<file path="src/hdl/tzs_pkg.sv">
`default_nettype none

package tzs_pkg;

  // Number of zoom levels; the travel table below has 32 slots.
  localparam int LEVELS_DEFAULT = 30;
  localparam int LEVEL_W = 5;
  localparam int TICKS_W = 9;
  localparam int ADDR_W = 8;

  // Depth of the job queue between the front and the back end.
  localparam int QUEUE_DEPTH = 4;

  // Pelco-D frame geometry.
  localparam int FRAME_BEATS = 7;
  localparam int BEAT_W = 3;
  localparam logic [BEAT_W-1:0] LAST_BEAT = BEAT_W'(FRAME_BEATS - 1);

  localparam logic [7:0] SYNC_BYTE = 8'hFF;
  localparam logic [7:0] ZOOM_IN_BYTE = 8'h20;
  localparam logic [7:0] ZOOM_OUT_BYTE = 8'h40;
  localparam logic [7:0] STOP_BYTE = 8'h00;
  localparam logic [7:0] MOVE_DATA = 8'h01;
  localparam logic [7:0] STOP_DATA = 8'h00;

  // Input actions.
  localparam logic [1:0] ACT_REQUEST = 2'd0;
  localparam logic [1:0] ACT_TICK = 2'd1;
  localparam logic [1:0] ACT_HOME = 2'd2;

  // Result status codes.
  localparam logic [1:0] ST_OK = 2'd0;
  localparam logic [1:0] ST_INVALID = 2'd1;
  localparam logic [1:0] ST_SAME = 2'd2;
  localparam logic [1:0] ST_BUSY = 2'd3;

  // Configuration register indexes.
  localparam logic [0:0] REG_CAMERA_ADDRESS = 1'b0;
  localparam logic [0:0] REG_SETTLE_TICKS = 1'b1;

  typedef enum logic [1:0] {
    PH_IDLE,
    PH_MOVE,
    PH_SETTLE
  } phase_t;

  typedef enum logic [1:0] {
    CMD_ZOOM_IN,
    CMD_ZOOM_OUT,
    CMD_STOP
  } cmd_t;

  // One unit of work for the back end: a seven-beat frame or one status beat.
  typedef struct packed {
    logic                is_frame;
    logic [1:0]          status;
    cmd_t                cmd;
    logic [LEVEL_W-1:0]  level;
  } job_t;

  // Lens travel time from minimum zoom to each level, in 10 ms ticks.
  function automatic logic [TICKS_W-1:0] travel_ticks(input logic [LEVEL_W-1:0] idx);
    logic [TICKS_W-1:0] t;
    case (idx)
      5'd0:    t = 9'd0;
      5'd1:    t = 9'd100;
      5'd2:    t = 9'd150;
      5'd3:    t = 9'd170;
      5'd4:    t = 9'd190;
      5'd5:    t = 9'd205;
      5'd6:    t = 9'd215;
      5'd7:    t = 9'd226;
      5'd8:    t = 9'd236;
      5'd9:    t = 9'd240;
      5'd10:   t = 9'd251;
      5'd11:   t = 9'd257;
      5'd12:   t = 9'd264;
      5'd13:   t = 9'd270;
      5'd14:   t = 9'd277;
      5'd15:   t = 9'd289;
      5'd16:   t = 9'd298;
      5'd17:   t = 9'd314;
      5'd18:   t = 9'd325;
      5'd19:   t = 9'd340;
      5'd20:   t = 9'd354;
      5'd21:   t = 9'd365;
      5'd22:   t = 9'd377;
      5'd23:   t = 9'd390;
      5'd24:   t = 9'd402;
      5'd25:   t = 9'd415;
      5'd26:   t = 9'd427;
      5'd27:   t = 9'd440;
      5'd28:   t = 9'd450;
      default: t = 9'd460;
    endcase
    return t;
  endfunction

  function automatic logic [7:0] cmd_byte(input cmd_t cmd);
    logic [7:0] b;
    case (cmd)
      CMD_ZOOM_IN:  b = ZOOM_IN_BYTE;
      CMD_ZOOM_OUT: b = ZOOM_OUT_BYTE;
      default:      b = STOP_BYTE;
    endcase
    return b;
  endfunction

endpackage

`default_nettype wire

</file>
<file path="src/hdl/timed_zoom_sequencer.sv">
// Timed zoom sequencer: open-loop zoom control of a Pelco-D camera lens.
// Input beats on s_* carry an action (request a level, one 10 ms tick, or
// home) in s_tuser and the target level in s_tdata. Output beats on m_*
// carry either one byte of a 7-byte Pelco-D frame or one status-only beat.
// A request or home that starts a move yields 7 beats; a tick that ends a
// move yields the 7-beat stop frame; a rejected request or home yields one
// status beat; other ticks and action 3 yield nothing. m_tlast marks the
// final beat of each run. The front end decides each item in the cycle it
// is accepted and can take one item per cycle while the 4-entry job queue
// has room. Each job passes a queue entry, the back end's current-job
// register and the output register, which emits one beat per cycle while
// m_tready is high; that single output register sets the sustained rate.
// When the receiver holds m_tready low, the current beat stays registered,
// the queue fills, and s_tready drops only once the queue is full.
// Reset (rst, synchronous) returns the level to 0, the block to idle, the
// camera address to 2 and the settle time to 5 ticks, and empties the queue.
// Configuration writes (cfg_we, cfg_index, cfg_wdata) are meant for idle
// periods only.
`default_nettype none

module timed_zoom_sequencer #(
  parameter int LEVELS = tzs_pkg::LEVELS_DEFAULT
) (
  input  wire logic        clk,
  input  wire logic        rst,
  input  wire logic        s_tvalid,
  output logic             s_tready,
  input  wire logic [7:0]  s_tdata,   // [5:0] target, [7:6] zero
  input  wire logic [1:0]  s_tuser,   // [1:0] action
  output logic             m_tvalid,
  input  wire logic        m_tready,
  output logic [15:0]      m_tdata,   // [7:0] out_byte, [9:8] status,
                                      // [14:10] current_level, [15] zero
  output logic [0:0]       m_tuser,   // [0] frame_valid
  output logic             m_tlast,
  input  wire logic        cfg_we,
  input  wire logic [0:0]  cfg_index,
  input  wire logic [7:0]  cfg_wdata
);

  logic [7:0] camera_address;
  logic [7:0] settle_ticks;

  logic q_push, q_pop, q_full, q_empty;
  tzs_pkg::job_t push_job, head_job;

  logic [7:0] out_byte;
  logic frame_valid;
  logic [1:0] status;
  logic [tzs_pkg::LEVEL_W-1:0] current_level;

  // Configuration registers.
  always_ff @(posedge clk) begin
    if (rst) begin
      camera_address <= 8'd2;
      settle_ticks <= 8'd5;
    end else if (cfg_we) begin
      case (cfg_index)
        tzs_pkg::REG_CAMERA_ADDRESS: camera_address <= cfg_wdata;
        tzs_pkg::REG_SETTLE_TICKS:   settle_ticks <= cfg_wdata;
        default:                     camera_address <= camera_address;
      endcase
    end
  end

  // Front end: classifies each item and keeps the zoom state.
  tzs_front #(
    .LEVELS(LEVELS)
  ) u_front (
    .clk          (clk),
    .rst          (rst),
    .in_valid     (s_tvalid),
    .in_ready     (s_tready),
    .action       (s_tuser),
    .target       (s_tdata[5:0]),
    .settle_ticks (settle_ticks),
    .full         (q_full),
    .push         (q_push),
    .push_job     (push_job)
  );

  tzs_queue u_queue (
    .clk      (clk),
    .rst      (rst),
    .push     (q_push),
    .push_job (push_job),
    .pop      (q_pop),
    .head_job (head_job),
    .full     (q_full),
    .empty    (q_empty)
  );

  // Back end: serializes frames and status results into output beats.
  tzs_back u_back (
    .clk            (clk),
    .rst            (rst),
    .empty          (q_empty),
    .head_job       (head_job),
    .pop            (q_pop),
    .camera_address (camera_address),
    .out_valid      (m_tvalid),
    .out_ready      (m_tready),
    .out_byte       (out_byte),
    .frame_valid    (frame_valid),
    .last           (m_tlast),
    .status         (status),
    .current_level  (current_level)
  );

  assign m_tdata = {1'b0, current_level, status, out_byte};
  assign m_tuser = frame_valid;

  // The front end never writes a job into a full queue.
  a_no_overflow: assert property (@(posedge clk) disable iff (rst)
    q_push |-> !q_full)
    else $error("job queue overflow");

  // The back end never takes a job from an empty queue.
  a_no_underflow: assert property (@(posedge clk) disable iff (rst)
    q_pop |-> !q_empty)
    else $error("job queue underflow");

  // A rejection is always a single status-only beat.
  a_status_beat: assert property (@(posedge clk) disable iff (rst)
    (m_tvalid && (m_tdata[9:8] != tzs_pkg::ST_OK)) |-> (m_tlast && !m_tuser[0]))
    else $error("status result not a single status-only beat");

endmodule

`default_nettype wire

</file>
<file path="src/hdl/tzs_front.sv">
`default_nettype none

// Takes one item per cycle while the queue has room, checks it against the
// zoom state, updates it at once and queues any result as a back-end job.
module tzs_front #(
  parameter int LEVELS = tzs_pkg::LEVELS_DEFAULT
) (
  input  wire logic                         clk,
  input  wire logic                         rst,
  input  wire logic                         in_valid,
  output logic                              in_ready,
  input  wire logic [1:0]                   action,
  input  wire logic [5:0]                   target,
  input  wire logic [7:0]                   settle_ticks,
  input  wire logic                         full,
  output logic                              push,
  output tzs_pkg::job_t                     push_job
);

  localparam logic [6:0] LevelsW = 7'(LEVELS);
  localparam logic [tzs_pkg::LEVEL_W-1:0] HomeIdx = tzs_pkg::LEVEL_W'(LEVELS - 1);

  tzs_pkg::phase_t phase, phase_next;
  logic [tzs_pkg::LEVEL_W-1:0] level, level_next;
  logic [tzs_pkg::LEVEL_W-1:0] pending_level, pending_level_next;
  logic [tzs_pkg::TICKS_W-1:0] countdown, countdown_next;

  logic accept;
  logic busy;
  logic bad_target;
  logic same_target;
  logic [tzs_pkg::TICKS_W-1:0] from_t, to_t, diff, cd_dec;
  logic cd_done;
  logic settle_zero;

  assign in_ready = !full;
  assign accept = in_valid && in_ready;
  assign busy = (phase == tzs_pkg::PH_MOVE) || (phase == tzs_pkg::PH_SETTLE);
  assign bad_target = ({1'b0, target} >= LevelsW);
  assign same_target = (target[tzs_pkg::LEVEL_W-1:0] == level);
  assign from_t = tzs_pkg::travel_ticks(level);
  assign to_t = tzs_pkg::travel_ticks(target[tzs_pkg::LEVEL_W-1:0]);
  assign diff = (to_t > from_t) ? (to_t - from_t) : (from_t - to_t);
  assign cd_dec = (countdown != '0) ? (countdown - tzs_pkg::TICKS_W'(1)) : '0;
  assign cd_done = (cd_dec == '0);
  assign settle_zero = (settle_ticks == '0);

  // Next phase.
  always_comb begin
    phase_next = phase;
    if (accept) begin
      case (action)
        tzs_pkg::ACT_REQUEST: begin
          if (!bad_target && !busy && !same_target) begin
            phase_next = tzs_pkg::PH_MOVE;
          end
        end
        tzs_pkg::ACT_HOME: begin
          if (!busy) begin
            phase_next = tzs_pkg::PH_MOVE;
          end
        end
        tzs_pkg::ACT_TICK: begin
          if (phase == tzs_pkg::PH_MOVE && cd_done) begin
            phase_next = settle_zero ? tzs_pkg::PH_IDLE : tzs_pkg::PH_SETTLE;
          end else if (phase == tzs_pkg::PH_SETTLE && cd_done) begin
            phase_next = tzs_pkg::PH_IDLE;
          end
        end
        default: phase_next = phase;
      endcase
    end
  end

  // Data state and job output.
  always_comb begin
    level_next = level;
    pending_level_next = pending_level;
    countdown_next = countdown;
    push = 1'b0;
    push_job.is_frame = 1'b0;
    push_job.status = tzs_pkg::ST_OK;
    push_job.cmd = tzs_pkg::CMD_STOP;
    push_job.level = level;
    if (accept) begin
      case (action)
        tzs_pkg::ACT_REQUEST: begin
          push = 1'b1;
          if (bad_target) begin
            push_job.status = tzs_pkg::ST_INVALID;
          end else if (busy) begin
            push_job.status = tzs_pkg::ST_BUSY;
          end else if (same_target) begin
            push_job.status = tzs_pkg::ST_SAME;
          end else begin
            push_job.is_frame = 1'b1;
            push_job.cmd = (target[tzs_pkg::LEVEL_W-1:0] > level) ?
                           tzs_pkg::CMD_ZOOM_IN : tzs_pkg::CMD_ZOOM_OUT;
            countdown_next = diff;
            pending_level_next = target[tzs_pkg::LEVEL_W-1:0];
          end
        end
        tzs_pkg::ACT_HOME: begin
          push = 1'b1;
          if (busy) begin
            push_job.status = tzs_pkg::ST_BUSY;
          end else begin
            push_job.is_frame = 1'b1;
            push_job.cmd = tzs_pkg::CMD_ZOOM_OUT;
            countdown_next = tzs_pkg::travel_ticks(HomeIdx);
            pending_level_next = '0;
          end
        end
        tzs_pkg::ACT_TICK: begin
          if (phase == tzs_pkg::PH_MOVE) begin
            if (cd_done) begin
              // Stop frame already reports the level reached.
              push = 1'b1;
              push_job.is_frame = 1'b1;
              push_job.level = pending_level;
              level_next = pending_level;
              countdown_next = {1'b0, settle_ticks};
            end else begin
              countdown_next = cd_dec;
            end
          end else if (phase == tzs_pkg::PH_SETTLE) begin
            countdown_next = cd_dec;
          end
        end
        default: push = 1'b0;
      endcase
    end
  end

  always_ff @(posedge clk) begin
    if (rst) begin
      phase <= tzs_pkg::PH_IDLE;
      level <= '0;
      pending_level <= '0;
      countdown <= '0;
    end else begin
      phase <= phase_next;
      level <= level_next;
      pending_level <= pending_level_next;
      countdown <= countdown_next;
    end
  end

endmodule

`default_nettype wire

</file>
<file path="src/hdl/tzs_queue.sv">
`default_nettype none

// Small first-in first-out buffer of jobs between front and back end.
module tzs_queue (
  input  wire logic          clk,
  input  wire logic          rst,
  input  wire logic          push,
  input  wire tzs_pkg::job_t push_job,
  input  wire logic          pop,
  output tzs_pkg::job_t      head_job,
  output logic               full,
  output logic               empty
);

  localparam int PtrW = $clog2(tzs_pkg::QUEUE_DEPTH);
  localparam int CntW = $clog2(tzs_pkg::QUEUE_DEPTH + 1);

  tzs_pkg::job_t entries [tzs_pkg::QUEUE_DEPTH];
  logic [PtrW-1:0] wr_ptr, rd_ptr;
  logic [CntW-1:0] count;

  assign full = (count == CntW'(tzs_pkg::QUEUE_DEPTH));
  assign empty = (count == '0);
  assign head_job = entries[rd_ptr];

  always_ff @(posedge clk) begin
    if (push) begin
      entries[wr_ptr] <= push_job;
    end
  end

  always_ff @(posedge clk) begin
    if (rst) begin
      wr_ptr <= '0;
      rd_ptr <= '0;
      count <= '0;
    end else begin
      if (push) begin
        wr_ptr <= wr_ptr + PtrW'(1);
      end
      if (pop) begin
        rd_ptr <= rd_ptr + PtrW'(1);
      end
      case ({push, pop})
        2'b10:   count <= count + CntW'(1);
        2'b01:   count <= count - CntW'(1);
        default: count <= count;
      endcase
    end
  end

endmodule

`default_nettype wire

</file>
<file path="src/hdl/tzs_back.sv">
`default_nettype none

// Turns jobs into beats: seven Pelco-D frame bytes or one status beat,
// through an output register that holds a beat while the receiver stalls.
module tzs_back (
  input  wire logic                          clk,
  input  wire logic                          rst,
  input  wire logic                          empty,
  input  wire tzs_pkg::job_t                 head_job,
  output logic                               pop,
  input  wire logic [7:0]                    camera_address,
  output logic                               out_valid,
  input  wire logic                          out_ready,
  output logic [7:0]                         out_byte,
  output logic                               frame_valid,
  output logic                               last,
  output logic [1:0]                         status,
  output logic [tzs_pkg::LEVEL_W-1:0]        current_level
);

  logic cur_valid;
  tzs_pkg::job_t cur_job;
  logic [tzs_pkg::BEAT_W-1:0] beat_idx;

  logic load;
  logic last_beat;
  logic [7:0] cmd_b, data_b, sum_b, beat_byte;

  assign last_beat = !cur_job.is_frame || (beat_idx == tzs_pkg::LAST_BEAT);
  assign load = cur_valid && (!out_valid || out_ready);
  assign pop = !empty && (!cur_valid || (load && last_beat));

  assign cmd_b = tzs_pkg::cmd_byte(cur_job.cmd);
  assign data_b = (cur_job.cmd == tzs_pkg::CMD_STOP) ? tzs_pkg::STOP_DATA :
                  tzs_pkg::MOVE_DATA;
  assign sum_b = camera_address + cmd_b + data_b;

  always_comb begin
    case (beat_idx)
      3'd0:    beat_byte = tzs_pkg::SYNC_BYTE;
      3'd1:    beat_byte = camera_address;
      3'd3:    beat_byte = cmd_b;
      3'd4:    beat_byte = data_b;
      3'd6:    beat_byte = sum_b;
      default: beat_byte = 8'h00;
    endcase
  end

  always_ff @(posedge clk) begin
    if (rst) begin
      cur_valid <= 1'b0;
      beat_idx <= '0;
      out_valid <= 1'b0;
    end else begin
      if (load) begin
        out_valid <= 1'b1;
      end else if (out_ready) begin
        out_valid <= 1'b0;
      end
      if (pop) begin
        cur_valid <= 1'b1;
        beat_idx <= '0;
      end else if (load) begin
        if (last_beat) begin
          cur_valid <= 1'b0;
        end else begin
          beat_idx <= beat_idx + tzs_pkg::BEAT_W'(1);
        end
      end
    end
  end

  always_ff @(posedge clk) begin
    if (pop) begin
      cur_job <= head_job;
    end
    if (load) begin
      out_byte <= cur_job.is_frame ? beat_byte : 8'h00;
      frame_valid <= cur_job.is_frame;
      last <= last_beat;
      status <= cur_job.status;
      current_level <= cur_job.level;
    end
  end

endmodule

`default_nettype wire

</file>
<file path="config.mk">
export PLATFORM = sky130hd
export DESIGN_NAME = timed_zoom_sequencer
export DESIGN_NICKNAME = d
export VERILOG_FILES = /design/src/hdl/tzs_pkg.sv /design/src/hdl/timed_zoom_sequencer.sv /design/src/hdl/tzs_front.sv /design/src/hdl/tzs_queue.sv /design/src/hdl/tzs_back.sv
export SDC_FILE = /design/constraint.sdc
export NUM_CORES = 1
export LEC_CHECK = 0
export BUFFER_PORTS_ARGS = -buffer_cell sky130_fd_sc_hd__buf_4
export CELL_PAD_IN_SITES_DETAIL_PLACEMENT = 1
export CELL_PAD_IN_SITES_GLOBAL_PLACEMENT = 1
export CORE_ASPECT_RATIO = 1.4
export CORE_UTILIZATION = 45
export CTS_CLUSTER_SIZE = 8
export DETAILED_ROUTE_END_ITERATION = 16
export PLACE_DENSITY_LB_ADDON = 0.1
export SYNTH_ARGS = -nofsm -noshare
export SYNTH_HDL_FRONTEND = slang
export SYNTH_HIERARCHICAL = 1
export SYNTH_SLANG_ARGS = --single-unit
</file>
<file path="constraint.sdc">
create_clock -name clk -period 5.53 [get_ports clk]
set_input_delay 0.553 -clock clk [delete_from_list [all_inputs] [get_ports clk]]
set_output_delay 0.553 -clock clk [all_outputs]
set_load 0.005 [all_outputs]
</file>
# Yosys cells after proc, flatten, opt, wreduce, memory -nomap -nowiden
# Memories as Yosys holds them, arrays and structs flattened. A register that Yosys moved wholly into a read port is not among the register bits.
# Cells that the tools add are included.
dict set report word_totals {
  input_bits 24
  memories 3
  register_bits 66
  ram_bits 40
  elab_cells 155
  rom_bits 576
  out_inout_bits 20
}
# name depth width read_ports rd_ports_with_merged_regs wr line_no
set memory_table {}
lappend memory_table {{(name not given)} 32 9 1 0 0 tzs_pkg.sv:64} ;# case (idx)
lappend memory_table {{(name not given)} 32 9 1 1 0 tzs_pkg.sv:64}
lappend memory_table {u_queue.entries 4 10 1 1 1 tzs_queue.sv:18} ;# tzs_pkg::job_t entries [tzs_pkg::QUEUE_DEPTH];
dict set report classes {
  n_lt_le_gt_ge 3
  bitwise_logic 2
  n_eq_ne 21
  add_sub_neg 10
  reduce_logical 42
  n_mux 57
}
# cell n
set op_table {}
lappend op_table {{$mux 9} 9}
lappend op_table {{$mux 5} 9}
lappend op_table {{$pmux 8 s5} 1}
lappend op_table {{$pmux 9 s3} 1}
lappend op_table {{$mux 2} 13}
lappend op_table {{$sub 9x9->9} 2}
lappend op_table {{$mux 1} 16}
lappend op_table {{$pmux 7 s2} 1}
lappend op_table {{$mux 10} 1}
lappend op_table {{$pmux 5 s2} 1}
lappend op_table {{$reduce_bool 2->1} 5}
lappend op_table {{$eq 3x3->1 const B} 3}
lappend op_table {{$gt 9x9->1} 1}
lappend op_table {{$logic_not 9->1} 1}
lappend op_table {{$reduce_bool 9->1} 1}
lappend op_table {{$sub 9x1->9 const B} 1}
lappend op_table {{$add 8x7->8} 1}
lappend op_table {{$add 8x8->8} 1}
lappend op_table {{$eq 2x1->1 const B} 4}
lappend op_table {{$eq 2x2->1 const B} 4}
lappend op_table {{$logic_and 1x1->1} 8}
lappend op_table {{$logic_not 1->1} 8}
lappend op_table {{$logic_not 8->1} 1}
lappend op_table {{$ne 2x2->1 const B} 4}
lappend op_table {{25 further kinds} 38}

# Longest topological paths before layout
dict set report depth {
  ltp_word 9
  mapped_depth 17
  depth_no_buf 16
}

# Modules after synthesis
# The synthesis kept the hierarchy.
# module n_inst cells_per_inst area_per_inst_um2 seq_area_each_um2
set by_module_without_submodules {}
lappend by_module_without_submodules {tzs_front 1 508 3719.8 600.6}
lappend by_module_without_submodules {tzs_queue 1 99 1876.8 1381.3}
lappend by_module_without_submodules {tzs_back 1 120 1478.9 910.9}
lappend by_module_without_submodules {timed_zoom_sequencer 1 68 706.9 320.3}

# Worst setup path before layout
# Ideal clock, no wire load.
dict set report synth_timing {
  path_type {input-to-reg}
  from {input port s_tdata[1]}
  to {register u_front/countdown[6] (netlist name)}
  setup_time_ps 101
  required_ps 5429
  arrival_ps 3904
  path_slack_ps 1525
  stages 16
  n_path_buf 2
  path_cell_list {inv_1 > ha_1 > clkbuf_1 > o211ai_1 > o21ai_0 > o21a_1 > ha_1 > clkbuf_1 > and3b_1 > o21a_1 > o31a_1 > or4_1 > o21a_1 > a31oi_1 > xor2_1 > o41ai_1}
}
dict set report synth_between {
  elab_chain_cells 7
  elab_cells_between_ends 14
  classes_between {2 x add/sub; 2 x order compare; 3 x eq/ne; 5 x mux; 1 x reduce/logical; 1 x memory}
}
# item line_no
set synth_lines {}
lappend synth_lines {{from (decl)} timed_zoom_sequencer.sv:28} ;# input wire logic [7:0] s_tdata,
lappend synth_lines {{$mem_v2 32x9} -}
lappend synth_lines {{$sub 9x9->9 / $gt 9x9->1 (equally long branches)} tzs_front.sv:43} ;# assign diff = (to_t > from_t) ? (to_t - from_t) : (from_t - to_t);
lappend synth_lines {{$mux 9} tzs_front.sv:43}
lappend synth_lines {{$mux 9} tzs_front.sv:93} ;# end else if (same_target) begin
lappend synth_lines {{$mux 9} tzs_front.sv:91} ;# end else if (busy) begin
lappend synth_lines {{$mux 9} tzs_front.sv:89} ;# if (bad_target) begin
lappend synth_lines {{$pmux 9 s3} tzs_front.sv:86} ;# case (action)
lappend synth_lines {{to (signal assigned)} tzs_front.sv:145} ;# countdown <= countdown_next;
lappend synth_lines {{to (decl)} tzs_front.sv:26} ;# logic [tzs_pkg::TICKS_W-1:0] countdown, countdown_next;
# Several ways; a longest one is shown, not always the timed one. The select of a mux whose other input is x is not followed.
# A chain may end at the register's enable or synchronous reset.

# Worst setup path in the final report
dict set report layout_timing {
  from {register u_front/countdown[0] (netlist name)}
  to {register, netlist name u_front/from_t[5]}
}
dict set report layout_between {
  elab_chain_cells 8
  elab_cells_between_ends 9
  classes_between {1 x add/sub; 6 x mux; 2 x reduce/logical}
}
# item line_no
set layout_lines {}
lappend layout_lines {{$sub 9x1->9 / $reduce_bool 9->1 (equally long branches)} tzs_front.sv:44} ;# assign cd_dec = (countdown != '0) ? (countdown - tzs_pkg::TICKS_W'(1)) : '0;
lappend layout_lines {{$mux 9 (*)} tzs_front.sv:44}
lappend layout_lines {{$logic_not 9->1 (*)} tzs_front.sv:45} ;# assign cd_done = (cd_dec == '0);
lappend layout_lines {{$mux 5 (*) (3 in series)} -}
lappend layout_lines {{$mux 5 (no source line) (*) (2 in series)} -}
# Every way passes the cells marked *; elsewhere a longest branch is shown, timed or not.

==> key figures <==
STA
  • FMAX: 233 MHz
  • Clock Skew: 0.00978 ns
  • Unrepaired setup endpoints after global routing: false
  • Fin. Hold Viols: 0
  • Final hold slack: 0.420 ns
  • Endpoints failing setup: 0
  • Final period utilization: 0.775
  • Slew @ Worst Pin: 0.945 ns
  • Total negative slack: 0 ns
  • Max-slew violations: 0
  • Tmin final: 4.29 ns
  • Final Worst Setup Slack: 1.24 ns
  • Slew HR: 0.370

Place
  • DP HPWL: 15.1 mm
  • IO buf count: 40
  • Place WS: 0.986 ns
  • Placed Cells: 1005
  • Routability cong.: 0.879

Final layout
  • Fin nets: 902
  • Commonest non-fill, non-tap cell in the layout: nor2_1
  • Share of cells above drive strength 1: 0.141
  • Non-filler cells, final: 1037
  • # diodes: 0
  • Synthesis-to-finish area growth: 12.2%
  • Commonest non-fill, non-tap cells in the layout: nor2_1 (78), edfxtp_1 (67), inv_1 (65)

Power
  • Combinational share of power: 0.262
  • PwrDens: 368 nW/um^2
  • Clk pwr share: 0.337
  • VDD IR max: 0.189 mV
  • Switch Pwr: 1.02 mW
  • Flop pwr share: 0.401
  • Leakage: 3.39 nW
  • Int Power: 2.19 mW
  • Switching share of power: 0.317

Clock network
  • CTS tree: done
  • Clock Latency Late Sink: 0.42 ns
  • Worst-path clk slew: 0.07 ns
  • Htree depth: 4
  • Root Buffer: clkbuf_16
  • Post CTS Setup Buffer Count: 0
  • CTS Hold Bufs: 0
  • TritonCTS buffer count: 17
  • Clock tree buffer depth: 2
  • # clock sinks: 127
  • Resized cells post-CTS: 0

Floorplan
  • Core Area: 16800 um^2
  • Std cell rows: 56
  • Die Y: 158 um
  • Ports: 44
  • Die area: 17800 um^2
  • Die Width: 113 um
  • Initial Util: 0.463

Synthesis
  • Cells after Synth: 795
  • Post-synth EDFFs: 67
  • Seq cells post-synth: 127
  • Yosys warnings: 6
  • Asr flop ratio synth: 0
  • Synth cell types: 88
  • Synth Cell Area: 7780 um^2
  • Post-synthesis net count: 876
  • Synth Area per Inst: 9.79 um^2
  • Main synth FF type: edfxtp_1
  • Post-synthesis sequential area ratio: 0.413

Detailed routing
  • Initial DRT Pass Iterations: 4
  • Final Routed Wirelength: 20.0 mm
  • DR vias: 6001
  • Drt drc: 0
  • Vias per cell: 5.79
  • Final ANT Viol Nets: 0
  • Wirelength per Cell: 19.3 um
  • Drt initial violations: 246

Run
  • Max-Cap Viols: 0

Critical path
  • CP Class: reg2reg
  • CP max stage delay: 0.54 ns
  • Worst path slowest cell: or4b_1
  • Worst r2r src: u_front/countdown[0]
  • Worst EP arrival: 4.59 ns
  • CP max FO: 27
  • Crit-path cells: inv_1 -> ha_1 -> or4b_1 -> nor4_1 -> a21oi_1 -> nor4_4 -> buf_4 -> mux2i_1 -> nor2_1 -> inv_1 -> ha_1 -> mux2_4 -> a221oi_2 -> mux2i_1
  • WP buf/inv: 3
  • CP Capture Type: flip-flop
  • Startpoint Class: flip-flop
  • CP delay by family, top: simple AND/OR/NAND/NOR gates
  • CP startpoint: u_front/countdown[0]
  • Critical Path RT: 5.83 ns

Global route
  • Vias in the first global route: 6266
  • Grt ovf: 0
  • First-pass GRT wire length: 32.3 mm
  • Largest net degree at the start of global routing: 67
  • Gr usage total: 0.235
  • Initial antenna violation count: 0

Hold path
  • Hold crit path type: reg2reg
  • HP Start: u_back/cur_job[3]

Run status
  • Status: completed
[synthesized netlist by cell type (17+ instances only)]
library cell / count / area (um^2)
mux2i_1: 31 / 310
nor2_1: 78 / 293
nor2b_1: 17 / 106
clkbuf_1: 22 / 82.6
edfxtp_1: 67 / 2010
o21ai_0: 33 / 165
a21oi_1: 55 / 275
ha_1: 54 / 676
nand2_1: 43 / 161
dfxtp_1: 60 / 1200
nand2b_1: 24 / 150
inv_1: 65 / 244
[through the flow]
stage               utilization  cell area, um^2  total power [mW]
finish                    0.519             8730              3.21
global route              0.519             8730              3.39
CTS                       0.519             8730              3.24
detailed placement        0.485             8160              2.15
global placement          0.485             8160              2.10
floorplan                     -             7780              1.88
[flip-flops by register name (all words and copies together) (netlist names), named ones only]
| register | flops |
|---|---|
| u_queue/entries | 40 |
| u_back/cur_job | 10 |
| u_front/countdown | 9 |
| u_front/from_t | 9 |
| camera_address | 8 |
| settle_ticks | 8 |
| u_back/out_byte | 8 |
| u_back/current_level | 5 |
| u_front/level | 5 |
| u_front/pending_level | 5 |
| u_back/beat_idx | 3 |
| u_queue/count | 3 |
| u_back/status | 2 |
| u_front/phase | 2 |
| u_queue/rd_ptr | 2 |
| u_queue/wr_ptr | 2 |
| u_back/cur_valid | 1 |
| u_back/frame_valid | 1 |
| u_back/last | 1 |
| u_back/out_valid | 1 |
[path summary, 6_finish.rpt]
kind | endpoint | slack (ns) | depth (start not counted)
min reg2reg | u_back/current_level[3] | 0.42 | 0
min | u_back/current_level[3] | 0.42 | 0
max reg2reg | u_front/from_t[5] | 1.24 | 14
max | u_front/from_t[5] | 1.24 | 14
[per-layer routing]
layer,vias to the layer above,wire [um],global-route usage,part of all wire
li1,2921,-,-,-
met1,2948,7930,0.246,0.40
met2,96,11000,0.459,0.55
met3,36,494,0.0368,0.025
met4,0,522,0.100,0.026
met5,-,0,0,0
[power by group through the flow]
| stage | clock (mW) | sequential, mW | combinational [mW] |
|---|---|---|---|
| final | 1.08 | 1.29 | 0.842 |
| after global routing | 1.14 | 1.31 | 0.942 |
| after CTS | 1.10 | 1.29 | 0.852 |
| after detailed placement | 0 | 1.31 | 0.841 |
| after global placement | 0 | 1.30 | 0.802 |
| after floorplan | 0 | 1.26 | 0.614 |
[final cells by class]
| cell class | count | area [um^2] |
|---|---|---|
| fill | 1856 | 8080 |
| multi-input combinational | 562 | 4100 |
| tap | 203 | 254 |
| clock inverter | 13 | 129 |
| clock buffer | 19 | 443 |
| sequential | 127 | 3210 |
| inverter | 69 | 262 |
| timing repair buffer | 44 | 330 |
[cell families after synthesis]
| group | share of synthesized area |
|---|---|
| simple gates | 0.167 |
| mux | 0.0841 |
| fa+ha+maj | 0.0945 |
| compound gates | 0.164 |
| buf+inv | 0.0598 |
| flops | 0.413 |
| xor+xnor | 0.0180 |
| other cells | 0.000482 |
Power figures use the tool's default switching activity.
